**src/sv/srtf_pkg.sv**
```systemverilog
// Shared types, sizes and codes of the shortest-remaining-time-first scheduler.
// Depends on nothing; every other file refers to it by scoped names.
package srtf_pkg;

  localparam int MAX_PROCESSES = 16;
  localparam int TIME_BITS     = 16;
  localparam int SLOT_BITS     = $clog2(MAX_PROCESSES);
  localparam int CNT_BITS      = $clog2(MAX_PROCESSES + 1);
  localparam int CODE_BITS     = 3;
  localparam int PID_BITS      = 5;

  typedef logic [TIME_BITS-1:0] time_t;
  typedef logic [SLOT_BITS-1:0] slot_t;
  typedef logic [CNT_BITS-1:0]  cnt_t;
  typedef logic [CODE_BITS-1:0] code_t;

  // Request types
  localparam logic REQ_LOAD = 1'b0;
  localparam logic REQ_TICK = 1'b1;

  // Result codes
  localparam code_t RES_RAN       = 3'd0;
  localparam code_t RES_COMPLETED = 3'd1;
  localparam code_t RES_IDLE      = 3'd2;
  localparam code_t RES_LOADED    = 3'd3;
  localparam code_t RES_FULL      = 3'd4;

  // Table write request: a load writes arrival, burst and remaining time, an
  // update rewrites the remaining time and, on first run, the first run tick.
  typedef struct packed {
    logic  load_we;
    logic  upd_we;
    logic  first_we;
    slot_t slot;
    time_t arrival;
    time_t burst;
    time_t remaining;
    time_t first_run;
  } tbl_wr_t;

  // Registered read of one slot
  typedef struct packed {
    time_t arrival;
    time_t burst;
    time_t remaining;
    time_t first_run;
    logic  started;
  } tbl_rd_t;

endpackage

```
**src/sv/srtf_table.sv**
```systemverilog
// Process table of the scheduler: per-slot memories and started flags.
// One shared read address, registered read data. Uses srtf_pkg.
module srtf_table (
  input  logic              clk_i,
  input  logic              rst_ni,
  input  srtf_pkg::slot_t   rd_addr_i,
  input  srtf_pkg::tbl_wr_t wr_i,
  output srtf_pkg::tbl_rd_t rd_o
);

  srtf_pkg::time_t arrival_mem   [srtf_pkg::MAX_PROCESSES];
  srtf_pkg::time_t burst_mem     [srtf_pkg::MAX_PROCESSES];
  srtf_pkg::time_t remaining_mem [srtf_pkg::MAX_PROCESSES];
  srtf_pkg::time_t first_run_mem [srtf_pkg::MAX_PROCESSES];
  logic [srtf_pkg::MAX_PROCESSES-1:0] started_q;

  srtf_pkg::tbl_rd_t rd_q;

  // Write the slot memories and read the addressed slot
  always_ff @(posedge clk_i) begin
    if (wr_i.load_we) begin
      arrival_mem[wr_i.slot] <= wr_i.arrival;
      burst_mem[wr_i.slot]   <= wr_i.burst;
    end
    if (wr_i.load_we || wr_i.upd_we) begin
      remaining_mem[wr_i.slot] <= wr_i.remaining;
    end
    if (wr_i.first_we) begin
      first_run_mem[wr_i.slot] <= wr_i.first_run;
    end
    rd_q.arrival   <= arrival_mem[rd_addr_i];
    rd_q.burst     <= burst_mem[rd_addr_i];
    rd_q.remaining <= remaining_mem[rd_addr_i];
    rd_q.first_run <= first_run_mem[rd_addr_i];
    rd_q.started   <= started_q[rd_addr_i];
  end

  // Clear a flag on load, set it on first run
  always_ff @(posedge clk_i or negedge rst_ni) begin
    if (!rst_ni) begin
      started_q <= '0;
    end else if (wr_i.load_we) begin
      started_q[wr_i.slot] <= 1'b0;
    end else if (wr_i.first_we) begin
      started_q[wr_i.slot] <= 1'b1;
    end
  end

  assign rd_o = rd_q;

endmodule

```
**src/sv/srtf_min_unit.sv**
```systemverilog
// Shared compare unit: when enabled, tests one slot a cycle for eligibility
// and keeps the least remaining time seen so far with its slot. Uses srtf_pkg.
module srtf_min_unit (
  input  logic            clk_i,
  input  logic            rst_ni,
  input  logic            clear_i,
  input  logic            cmp_en_i,
  input  srtf_pkg::slot_t idx_i,
  input  srtf_pkg::time_t arrival_i,
  input  srtf_pkg::time_t remaining_i,
  input  srtf_pkg::time_t clock_i,
  output logic            found_o,
  output srtf_pkg::slot_t pick_o
);

  logic            found_q, found_d;
  srtf_pkg::time_t best_q, best_d;
  srtf_pkg::slot_t pick_q, pick_d;
  logic            eligible;
  logic            better;

  // Strict less-than keeps the lowest slot on ties, as slots come in order
  assign eligible = (arrival_i <= clock_i) && (remaining_i != '0);
  assign better   = !found_q || (remaining_i < best_q);

  always_comb begin
    found_d = found_q;
    best_d  = best_q;
    pick_d  = pick_q;
    if (clear_i) begin
      found_d = 1'b0;
    end else if (cmp_en_i && eligible && better) begin
      found_d = 1'b1;
      best_d  = remaining_i;
      pick_d  = idx_i;
    end
  end

  always_ff @(posedge clk_i or negedge rst_ni) begin
    if (!rst_ni) begin
      found_q <= 1'b0;
    end else begin
      found_q <= found_d;
    end
  end

  always_ff @(posedge clk_i) begin
    best_q <= best_d;
    pick_q <= pick_d;
  end

  assign found_o = found_q;
  assign pick_o  = pick_q;

endmodule

```
**src/sv/shortest_remaining_time_scheduler_core.sv**
```systemverilog
// A load, or a tick with nothing loaded, answers in the cycle after it is taken;
// other ticks pass scan, drain and fetch, then update unless nothing is eligible.
// Loads can be taken one a cycle; a tick holds busy_o until its result, so no new
// request is taken meanwhile. The scan reads one table slot a cycle into the shared
// compare unit. Reset clears counts, clock and started flags at once; the receiver
// cannot stall. Top level: sequencer over srtf_table and srtf_min_unit. Uses srtf_pkg.
module shortest_remaining_time_scheduler_core (
  input  logic        clk_i,
  input  logic        rst_ni,
  input  logic        start_i,
  output logic        busy_o,
  input  logic        req_type_i,
  input  logic [15:0] arrival_time_i,
  input  logic [15:0] burst_length_i,
  output logic        result_valid_o,
  output logic [2:0]  result_code_o,
  output logic [4:0]  process_id_o,
  output logic [15:0] time_after_o,
  output logic [15:0] remaining_left_o,
  output logic [15:0] turnaround_o,
  output logic [15:0] waiting_o,
  output logic [15:0] response_o,
  output logic        all_done_o
);

  localparam logic [2:0] ST_IDLE   = 3'd0;
  localparam logic [2:0] ST_SCAN   = 3'd1;
  localparam logic [2:0] ST_DRAIN  = 3'd2;
  localparam logic [2:0] ST_FETCH  = 3'd3;
  localparam logic [2:0] ST_UPDATE = 3'd4;

  logic [2:0]      state_q, state_d;
  srtf_pkg::slot_t idx_q, idx_d;
  logic            cmp_vld_q, cmp_vld_d;
  srtf_pkg::slot_t cmp_idx_q;
  srtf_pkg::cnt_t  loaded_q, loaded_d;
  srtf_pkg::cnt_t  finished_q, finished_d;
  srtf_pkg::time_t clock_q, clock_d;

  logic                        valid_q, valid_d;
  srtf_pkg::code_t             code_q, code_d;
  logic [srtf_pkg::PID_BITS-1:0] pid_q, pid_d;
  srtf_pkg::time_t             rem_q, rem_d;
  srtf_pkg::time_t             tat_q, tat_d;
  srtf_pkg::time_t             wt_q, wt_d;
  srtf_pkg::time_t             rsp_q, rsp_d;

  srtf_pkg::slot_t   rd_addr;
  srtf_pkg::tbl_wr_t wr;
  srtf_pkg::tbl_rd_t rd;
  logic              clear_min;
  logic              found;
  srtf_pkg::slot_t   pick;

  srtf_pkg::time_t rem_new;
  srtf_pkg::time_t clock_inc;
  srtf_pkg::time_t first_run;
  srtf_pkg::time_t tat;
  logic            accept;
  logic            last_slot;

  srtf_table u_table (
    .clk_i     (clk_i),
    .rst_ni    (rst_ni),
    .rd_addr_i (rd_addr),
    .wr_i      (wr),
    .rd_o      (rd)
  );

  srtf_min_unit u_min (
    .clk_i       (clk_i),
    .rst_ni      (rst_ni),
    .clear_i     (clear_min),
    .cmp_en_i    (cmp_vld_q),
    .idx_i       (cmp_idx_q),
    .arrival_i   (rd.arrival),
    .remaining_i (rd.remaining),
    .clock_i     (clock_q),
    .found_o     (found),
    .pick_o      (pick)
  );

  assign accept    = start_i && (state_q == ST_IDLE);
  assign last_slot = (srtf_pkg::cnt_t'(idx_q) + srtf_pkg::cnt_t'(1)) == loaded_q;
  assign rem_new   = rd.remaining - srtf_pkg::time_t'(1);
  assign clock_inc = clock_q + srtf_pkg::time_t'(1);
  assign first_run = rd.started ? rd.first_run : clock_q;
  assign tat       = clock_inc - rd.arrival;

  // Sequence a request: load or empty tick at once, else scan, fetch, update any pick
  always_comb begin
    state_d    = state_q;
    idx_d      = idx_q;
    cmp_vld_d  = 1'b0;
    loaded_d   = loaded_q;
    finished_d = finished_q;
    clock_d    = clock_q;
    valid_d    = 1'b0;
    code_d     = code_q;
    pid_d      = pid_q;
    rem_d      = rem_q;
    tat_d      = tat_q;
    wt_d       = wt_q;
    rsp_d      = rsp_q;
    rd_addr    = idx_q;
    clear_min  = 1'b0;
    wr         = '0;
    wr.slot    = srtf_pkg::slot_t'(loaded_q);
    wr.arrival = arrival_time_i;
    wr.burst   = burst_length_i;
    wr.remaining = burst_length_i;
    wr.first_run = clock_q;

    case (state_q)
      ST_IDLE: begin
        if (accept) begin
          valid_d = 1'b1;
          pid_d   = '0;
          rem_d   = '0;
          tat_d   = '0;
          wt_d    = '0;
          rsp_d   = '0;
          if (req_type_i == srtf_pkg::REQ_LOAD) begin
            if (loaded_q == srtf_pkg::cnt_t'(srtf_pkg::MAX_PROCESSES)) begin
              code_d = srtf_pkg::RES_FULL;
            end else begin
              wr.load_we = 1'b1;
              loaded_d   = loaded_q + srtf_pkg::cnt_t'(1);
              if (burst_length_i == '0) begin
                finished_d = finished_q + srtf_pkg::cnt_t'(1);
              end
              code_d = srtf_pkg::RES_LOADED;
              pid_d  = srtf_pkg::PID_BITS'(loaded_q) + srtf_pkg::PID_BITS'(1);
            end
          end else if (loaded_q == '0) begin
            code_d  = srtf_pkg::RES_IDLE;
            clock_d = clock_inc;
          end else begin
            valid_d   = 1'b0;
            clear_min = 1'b1;
            idx_d     = '0;
            state_d   = ST_SCAN;
          end
        end
      end
      ST_SCAN: begin
        // Issue one slot a cycle; the compare follows in the next cycle
        cmp_vld_d = 1'b1;
        if (last_slot) begin
          state_d = ST_DRAIN;
        end else begin
          idx_d = idx_q + srtf_pkg::slot_t'(1);
        end
      end
      ST_DRAIN: begin
        state_d = ST_FETCH;
      end
      ST_FETCH: begin
        rd_addr = pick;
        if (found) begin
          state_d = ST_UPDATE;
        end else begin
          valid_d = 1'b1;
          code_d  = srtf_pkg::RES_IDLE;
          pid_d   = '0;
          rem_d   = '0;
          tat_d   = '0;
          wt_d    = '0;
          rsp_d   = '0;
          clock_d = clock_inc;
          state_d = ST_IDLE;
        end
      end
      ST_UPDATE: begin
        // Run the pick for one tick and report it
        rd_addr      = pick;
        wr.slot      = pick;
        wr.upd_we    = 1'b1;
        wr.remaining = rem_new;
        wr.first_we  = !rd.started;
        clock_d      = clock_inc;
        valid_d      = 1'b1;
        pid_d        = srtf_pkg::PID_BITS'(pick) + srtf_pkg::PID_BITS'(1);
        if (rem_new == '0) begin
          finished_d = finished_q + srtf_pkg::cnt_t'(1);
          code_d     = srtf_pkg::RES_COMPLETED;
          rem_d      = '0;
          tat_d      = tat;
          wt_d       = tat - rd.burst;
          rsp_d      = first_run - rd.arrival;
        end else begin
          code_d = srtf_pkg::RES_RAN;
          rem_d  = rem_new;
          tat_d  = '0;
          wt_d   = '0;
          rsp_d  = '0;
        end
        state_d = ST_IDLE;
      end
      default: begin
        state_d = ST_IDLE;
      end
    endcase
  end

  always_ff @(posedge clk_i or negedge rst_ni) begin
    if (!rst_ni) begin
      state_q    <= ST_IDLE;
      idx_q      <= '0;
      cmp_vld_q  <= 1'b0;
      cmp_idx_q  <= '0;
      loaded_q   <= '0;
      finished_q <= '0;
      clock_q    <= '0;
      valid_q    <= 1'b0;
    end else begin
      state_q    <= state_d;
      idx_q      <= idx_d;
      cmp_vld_q  <= cmp_vld_d;
      cmp_idx_q  <= idx_q;
      loaded_q   <= loaded_d;
      finished_q <= finished_d;
      clock_q    <= clock_d;
      valid_q    <= valid_d;
    end
  end

  // Hold the result payload
  always_ff @(posedge clk_i) begin
    code_q <= code_d;
    pid_q  <= pid_d;
    rem_q  <= rem_d;
    tat_q  <= tat_d;
    wt_q   <= wt_d;
    rsp_q  <= rsp_d;
  end

  assign busy_o           = (state_q != ST_IDLE);
  assign result_valid_o   = valid_q;
  assign result_code_o    = code_q;
  assign process_id_o     = pid_q;
  assign time_after_o     = clock_q;
  assign remaining_left_o = rem_q;
  assign turnaround_o     = tat_q;
  assign waiting_o        = wt_q;
  assign response_o       = rsp_q;
  assign all_done_o       = (finished_q == loaded_q);

  // Checks on the sequencer and the counts
  a_fin_le_loaded: assert property (@(posedge clk_i) disable iff (!rst_ni)
    finished_q <= loaded_q)
    else $error("finished count exceeds loaded count");

  a_loaded_max: assert property (@(posedge clk_i) disable iff (!rst_ni)
    loaded_q <= srtf_pkg::cnt_t'(srtf_pkg::MAX_PROCESSES))
    else $error("loaded count beyond table depth");

  a_scan_in_range: assert property (@(posedge clk_i) disable iff (!rst_ni)
    (state_q == ST_SCAN) |-> (srtf_pkg::cnt_t'(idx_q) < loaded_q))
    else $error("scan index beyond loaded slots");

  a_update_reports: assert property (@(posedge clk_i) disable iff (!rst_ni)
    (state_q == ST_UPDATE) |=> (result_valid_o && !busy_o))
    else $error("update did not deliver a result");

  a_accept_idle_only: assert property (@(posedge clk_i) disable iff (!rst_ni)
    (state_q == ST_SCAN) |-> !$past(valid_d))
    else $error("scan entered on a cycle that also gave a result");

endmodule

```
**config.mk**
```make
export PLATFORM = sky130hd
export DESIGN_NAME = shortest_remaining_time_scheduler_core
export DESIGN_NICKNAME = d
export VERILOG_FILES = /design/src/sv/srtf_pkg.sv /design/src/sv/srtf_table.sv /design/src/sv/srtf_min_unit.sv /design/src/sv/shortest_remaining_time_scheduler_core.sv
export SDC_FILE = /design/constraint.sdc
export NUM_CORES = 2
export LEC_CHECK = 0
export ABC_AREA = 1
export BUFFER_PORTS_ARGS = -buffer_cell sky130_fd_sc_hd__buf_2
export CELL_PAD_IN_SITES_DETAIL_PLACEMENT = 1
export CELL_PAD_IN_SITES_GLOBAL_PLACEMENT = 1
export CORE_ASPECT_RATIO = 0.8
export CORE_UTILIZATION = 51
export CTS_CLUSTER_DIAMETER = 150
export DETAILED_ROUTE_END_ITERATION = 8
export PLACE_DENSITY_LB_ADDON = 0.1
export SLEW_MARGIN = 15
export SYNTH_ARGS = -nofsm -noshare
export SYNTH_HDL_FRONTEND = slang
export SYNTH_SLANG_ARGS = --single-unit
```
**constraint.sdc**
```tcl
create_clock -name clk_i -period 5.45 [get_ports clk_i]
set_clock_uncertainty 0.15 [all_clocks]
set_input_delay 0.2725 -clock clk_i [delete_from_list [all_inputs] [get_ports clk_i]]
set_output_delay 0.2725 -clock clk_i [all_outputs]
set_load 0.1 [all_outputs]
```
After elaboration in Yosys (flattened, before gate mapping)
Memories as Yosys holds them, arrays and structs flattened. A register that Yosys moved wholly into a read port is not among the register bits.
Index checks and enable logic that the tools add are counted.
- bits in registers: 149
- RAM bits: 1024
- input bits: 36
- logic and storage cells: 168
- memories: 4
- memory list (name ; depth ; bits a word ; rd ports ; clocked after Yosys merged registers in ; wr ports ; line ; source):
    u_table.arrival_mem ; 16 ; 16 ; 1 ; 1 ; 1 ; srtf_table.sv:11 ; srtf_pkg::time_t arrival_mem [srtf_pkg::MAX_PROCESSES];
    u_table.burst_mem ; 16 ; 16 ; 1 ; 1 ; 1 ; srtf_table.sv:12 ; srtf_pkg::time_t burst_mem [srtf_pkg::MAX_PROCESSES];
    u_table.first_run_mem ; 16 ; 16 ; 1 ; 1 ; 1 ; srtf_table.sv:14 ; srtf_pkg::time_t first_run_mem [srtf_pkg::MAX_PROCESSES];
    u_table.remaining_mem ; 16 ; 16 ; 1 ; 1 ; 1 ; srtf_table.sv:13 ; srtf_pkg::time_t remaining_mem [srtf_pkg::MAX_PROCESSES];
- add/sub/neg operators: 10
- order comparisons: 5
- eq/ne operators: 19
- mux-type cells: 76
- bitwise gates (word level): 6
- reductions and logical operators: 29
- operator list (operator ; number):
    $pmux 16 s3 ; 5
    $mux 16 ; 14
    $sub 16x16->16 ; 3
    $mux 5 ; 9
    $logic_not 16->1 ; 2
    $mux 3 ; 10
    $mux 1 ; 24
    $mux 4 ; 5
    $ne 2x2->1 const B ; 9
    $add 16x1->16 const B ; 1
    $and 16x16->16 ; 1
    $le 16x16->1 ; 1
    $lt 16x16->1 ; 1
    $not 16->16 ; 1
    $or 16x16->16 ; 1
    $reduce_bool 16->1 ; 1
    $sub 16x1->16 const B ; 1
    $pmux 5 s3 ; 1
    $pmux 3 s4 ; 1
    $reduce_and 4->1 ; 3
    $add 4x1->5 const B ; 2
    $add 5x1->5 const B ; 2
    $eq 5x5->1 ; 2
    $lt 4x5->1 const B ; 2
    28 further kinds ; 43

Depth between registers and ports, before layout
- depth after elaboration: 9
- depth in mapped cells: 27
- gate-level depth less buffers: 27

By module
From an unflattened synthesis, not the netlist that was laid out.
- cells, all modules: 5572
- area, all modules: 55988.7 µm²
- by module, submodules not included (module ; instances ; cells an instance ; area each (µm²) ; sequential area each (µm²)):
    srtf_table ; 1 ; 4363 ; 46357.0 ; 32451.1
    shortest_remaining_time_scheduler_core ; 1 ; 1040 ; 8105.3 ; 3138.0
    srtf_min_unit ; 1 ; 169 ; 1526.5 ; 625.6

Worst setup path after synthesis
OpenSTA, ideal clock, no wires.
- path kind: register -> output
- start point: register loaded_q[3]
- end point: output port all_done_o
- data arrival time: 5.408 ns
- data required time: 5.028 ns
- slack: -0.380 ns
- cell stages (with the launch flop): 7
- path through: dfrtp_1 > inv_1 > nand2_1 > o21ai_0 > nor2_1 > nand3_1 > a2111oi_0
- longest elaborated chain between the ends: 1
- ends and longest elaborated chain (what ; line ; source):
    from (decl) ; shortest_remaining_time_scheduler_core.sv:36 ; srtf_pkg::cnt_t loaded_q, loaded_d;
    from (signal assigned) ; shortest_remaining_time_scheduler_core.sv:221 ; loaded_q <= loaded_d;
    $eq 5x5->1 ; shortest_remaining_time_scheduler_core.sv:247 ; assign all_done_o = (finished_q == loaded_q);
    to (decl) ; shortest_remaining_time_scheduler_core.sv:23 ; output logic all_done_o
No other way between the ends.

Worst setup path in the final report
- start point: register clock_q[5] (netlist: time_after_o[5])
- end point: register wt_q[15] (netlist: waiting_o[15]), data pin
- longest elaborated chain between the ends: 5
- ends and longest elaborated chain (what ; line ; source):
    from (decl) ; shortest_remaining_time_scheduler_core.sv:38 ; srtf_pkg::time_t clock_q, clock_d;
    from (signal assigned) ; shortest_remaining_time_scheduler_core.sv:223 ; clock_q <= clock_d;
    $add 16x1->16 ; shortest_remaining_time_scheduler_core.sv:86 ; assign clock_inc = clock_q + srtf_pkg::time_t'(1);
    $sub 16x16->16 ; shortest_remaining_time_scheduler_core.sv:88 ; assign tat = clock_inc - rd.arrival;
    via tat[14] ; shortest_remaining_time_scheduler_core.sv:58 ; srtf_pkg::time_t tat;
    $sub 16x16->16 ; shortest_remaining_time_scheduler_core.sv:189 ; wt_d = tat - rd.burst;
    $mux 16 ; shortest_remaining_time_scheduler_core.sv:184 ; if (rem_new == '0) begin
    $pmux 16 s3 ; shortest_remaining_time_scheduler_core.sv:114 ; case (state_q)
    to (signal assigned) ; shortest_remaining_time_scheduler_core.sv:234 ; wt_q <= wt_d;
    to (decl) ; shortest_remaining_time_scheduler_core.sv:45 ; srtf_pkg::time_t wt_q, wt_d;
The timed path passes the listed nets, and every way through them passes these cells.
A chain may end at the register's enable or synchronous reset.

==> results <==
- In the layout the commonest cells are sky130_fd_sc_hd__edfxtp_1, sky130_fd_sc_hd__o21ai_0, sky130_fd_sc_hd__nor2_1, sky130_fd_sc_hd__nand2_1, sky130_fd_sc_hd__inv_1.
- Dividing the synthesized area by the synthesized cell count gives 11.83 sq um.
- The maximum buffer depth of the clock tree is 3.
- In this run the clock root is driven by a sky130_fd_sc_hd__clkbuf_16.
- The final design utilization is 58.71%.
- After clock tree synthesis, the clock-pin slew on the worst setup and hold paths is 0.07 ns.
- The setup-violating endpoint count in the final report is 0.
- Global routing consumed, over all layers together, 31.91% of the routing resources.
- The critical path is of the flip-flop to flip-flop type.
- The first-pass GRT wire length is 244200 um.
- The total count of hold-check failures in the final report was 0.
- The area of the core is 101000 sq um.
- In this run the worst path has a maximum fanout of 21.
- In the finished design, the share of the clock period the worst path needs comes to 89.30%.
- During synthesis, Yosys emitted a total of 0 warnings.
- In this run, placement finished with an instance count of 5757.
- The transition time at the pin with the least slew margin is 1.248 ns.
- The unique cell type count in the Yosys netlist is 55.
- The estimated wirelength of the detail-placed design is 99360 um.
- The first-pass iteration count of the detailed router is 7.
- Sequential elements use 69.36% of the synthesized area.
- The remaining antenna violation count is 0.
- The critical path goes through inv_1 > nor3_1 > nand2_1 > inv_1 > nand2_1 > nor2_1 > xor2_1 > inv_1 > ha_1 > inv_1 > nor3_1 > nand3_1 > nand2_1 > xor2_1 > inv_1 > ha_1 > nand2_1 > nor2_1 > a211oi_1 > o21ai_0 > a21oi_1 > nand3_1 > nand2_1 > nor2_1.
- The worst setup path is launched from a flip-flop.
- The detailed router placed 36553 vias in this run.
- The worst setup path is captured at a flip-flop.
- The floorplan step set the die width to 359.7 um.
- In the synthesized netlist the dominant register cell turns out to be sky130_fd_sc_hd__edfxtp_1.
- The final-stage net count is 4714.
- The tool flagged a number of max-cap violations equal to 0.
- The final period demand of the worst path is 4.867 ns.
- The synthesized design contains 1116 enable-type register cells.
- Based on the critical path, the design can be clocked at up to 205.5 MHz.
- The share of synthesized flip-flops with an asynchronous set or reset is 4.527%.
- The endpoint arrival time on the critical path is 5.20 ns.
- The via count of the first global-routing pass is 38008.
- The die covers 103700 sq um.
- The number of port buffers is 126.
- From synthesis to final layout, the design area changed by 13.53%.
- The worst min-delay path category is input pin to asynchronous set/reset pin.
- The run finished with clean final reports.
- For this design, the slowest cell found on the critical path is sky130_fd_sc_hd__dfrtp_1.
- Measured against its own limit, the worst slew margin works out to 16.56%.
- The routed wire length is 166700 um.
- The post-route netlist has 11.03% of its cells at a drive strength greater than 1.
- The maximum cell stage delay along the critical path is 0.81 ns.
- The placement row count is 104.
- The global-route congestion overflow total is 0.
- For the worst setup path, the data required time is 5.78 ns.
- Pin placement for this block handled 127 I/O pins.
- The most frequent standard cell in the layout excluding fill and tap cells is sky130_fd_sc_hd__edfxtp_1.
- The total nets after synthesis is 4539.
- The post-synthesis instance area is 52220 sq um.
- The clock network latency to the later pin of the worst-skew pair is 0.74 ns.
- After detailed routing, the average wire length per cell comes to 27.67 um.
- For this configuration, the core starts out at a cell density of 51.71%.
- The global placement routability congestion is 0.8858.
- Setup repair after global routing left no endpoint under its margin.
- For this run, design rule violations remaining after detail routing come to 0.
- The number of slew-limit violations in the final report is 0.
- For this block, the initial DRC count from the detailed router was 3805.
- The vertical die dimension is 288.2 um.
- The number of antenna violations at the first check in global routing came to 6.
- TritonCTS created 121 clock buffers.
- Leaving out filler cells and counting taps, the final layout contains 6023.
- The pin count of the biggest net entering global routing is 141.
- The average vias per placed instance is 6.069.
- The H-tree was split into 3 levels.
- The TritonCTS clock tree is built.
- After synthesis the netlist holds a flip-flop and latch count of 1237.
- The cell count after synthesis came out at 4415.
- Setup total negative slack on the finished layout was measured at 0 ns.
- The number of resized instances in the post-cts repair step is 0.
- Counting every sink on the clock net gives 1237.
==> synthesized netlist by cell type, types with 6 or more instances <==
cell type | number | area (sq um)
sky130_fd_sc_hd__edfxtp_1 | 1116 | 33510
sky130_fd_sc_hd__o21ai_0 | 662 | 3313
sky130_fd_sc_hd__nor2_1 | 580 | 2177
sky130_fd_sc_hd__nand2_1 | 414 | 1554
sky130_fd_sc_hd__inv_1 | 397 | 1490
sky130_fd_sc_hd__o211ai_1 | 327 | 2455
sky130_fd_sc_hd__nand3_1 | 124 | 620.6
sky130_fd_sc_hd__clkbuf_1 | 110 | 412.9
sky130_fd_sc_hd__buf_2 | 103 | 515.5
sky130_fd_sc_hd__o21ai_1 | 95 | 475.5
sky130_fd_sc_hd__ha_1 | 85 | 1064
sky130_fd_sc_hd__a21oi_1 | 68 | 340.3
sky130_fd_sc_hd__dfxtp_1 | 65 | 1301
sky130_fd_sc_hd__dfrtp_1 | 56 | 1401
sky130_fd_sc_hd__xor2_1 | 40 | 350.3
sky130_fd_sc_hd__buf_4 | 19 | 142.6
sky130_fd_sc_hd__nor3_1 | 18 | 90.09
sky130_fd_sc_hd__nand4_1 | 14 | 87.58
sky130_fd_sc_hd__o21bai_1 | 10 | 75.07
sky130_fd_sc_hd__clkbuf_2 | 9 | 45.04
sky130_fd_sc_hd__or2_2 | 9 | 56.30
sky130_fd_sc_hd__a31oi_1 | 8 | 50.05
sky130_fd_sc_hd__xnor2_1 | 8 | 70.07
sky130_fd_sc_hd__buf_1 | 7 | 26.28
sky130_fd_sc_hd__nand3b_1 | 7 | 52.55
sky130_fd_sc_hd__a21boi_0 | 6 | 45.04
sky130_fd_sc_hd__o22ai_1 | 6 | 37.54
==> area by class of cell <==
cell class              count  area (sq um)
fillers                 10237         41700
repair buffers            302          2365
multi-input cells        2527         13570
well taps                1325          1658
inverters                 401          1519
flip-flops and latches   1237         36210
diodes                      3         7.507
clock inverters            53         555.5
clock buffers             175          3395
==> worst max-delay path, delay by kind of cell, from the launching register on <==
family	cells	cell delay [ns]
compound gates	3	0.49
flops	1	0.81
buf+inv	5	0.53
simple gates	12	1.56
xor+xnor	2	0.43
fa+ha+maj	2	0.65
==> path summary, 6_finish.rpt <==
| kind | start | to | slack, ns | cells after the start |
|---|---|---|---|---|
| worst max-delay path | time_after_o[5] | waiting_o[15] | 0.58 | 24 |
| worst min-delay path | rst_ni | time_after_o[1] | 0.13 | 3 |
| worst max register to register | time_after_o[5] | waiting_o[15] | 0.58 | 24 |
| worst min register to register | cmp_idx_q[2] | u_min.pick_o[2] | 0.27 | 0 |
| max in group asynchronous | rst_ni | loaded_q[0] | 4.39 | 3 |
| min in group clk_i | cmp_idx_q[2] | u_min.pick_o[2] | 0.27 | 0 |
==> routing by layer <==
layer  track usage (%)  up-vias  share of wire (%)
met5                 0        -              0.016
met4             10.87        4                3.2
met3             4.654      298                6.1
met2             53.77     1274                 48
met1             42.71    18844                 42
li1                  -    16133                  -
==> what timing repair did <==
action / CTS / global route
endpoints found under the hold margin: 588 / 0
hold buffers: 35 / 0
buffers inserted: 0 / 0
==> metrics by stage <==
step / hold slack, ns / cell area [sq um] / setup WS [ns]
finish: 0.1258 / 59280 / 0.5830
global route: 0.1552 / 59270 / 0.1520
CTS: 0.1139 / 59270 / 0.6588
detailed placement: 0.2551 / 54970 / 0.7252
global placement: 0.2528 / 54970 / 0.8907
floorplan: -0.1731 / 52220 / 0.9850
==> cell families after synthesis <==
kind of cell,after synthesis,synth area share [%]
simple gates,1182,9.113
compound gates,1209,13.46
xor+xnor,48,0.8051
fa+ha+maj,88,2.152
flops,1237,69.36
buf+inv,651,5.113
==> registers in the layout, indices dropped and copies added (netlist names), named ones only <==
signal	cells
cmp_idx_q	4
u_min.pick_o	4
waiting_o	16
u_table.remaining_mem	256
u_table.arrival_mem	256
cmp_vld_q	1
idx_q	4
time_after_o	16
response_o	16
result_valid_o	1
finished_q	5
turnaround_o	16
result_code_o	3
u_min.best_q	16
u_table.rd_o	65
u_table.first_run_mem	256
state_q	3
loaded_q	5
remaining_left_o	16
u_table.burst_mem	256
process_id_o	5
u_min.found_o	1
Power is not shown: default switching activity piles up to over one toggle a cycle in this logic, so the estimate is an artifact.
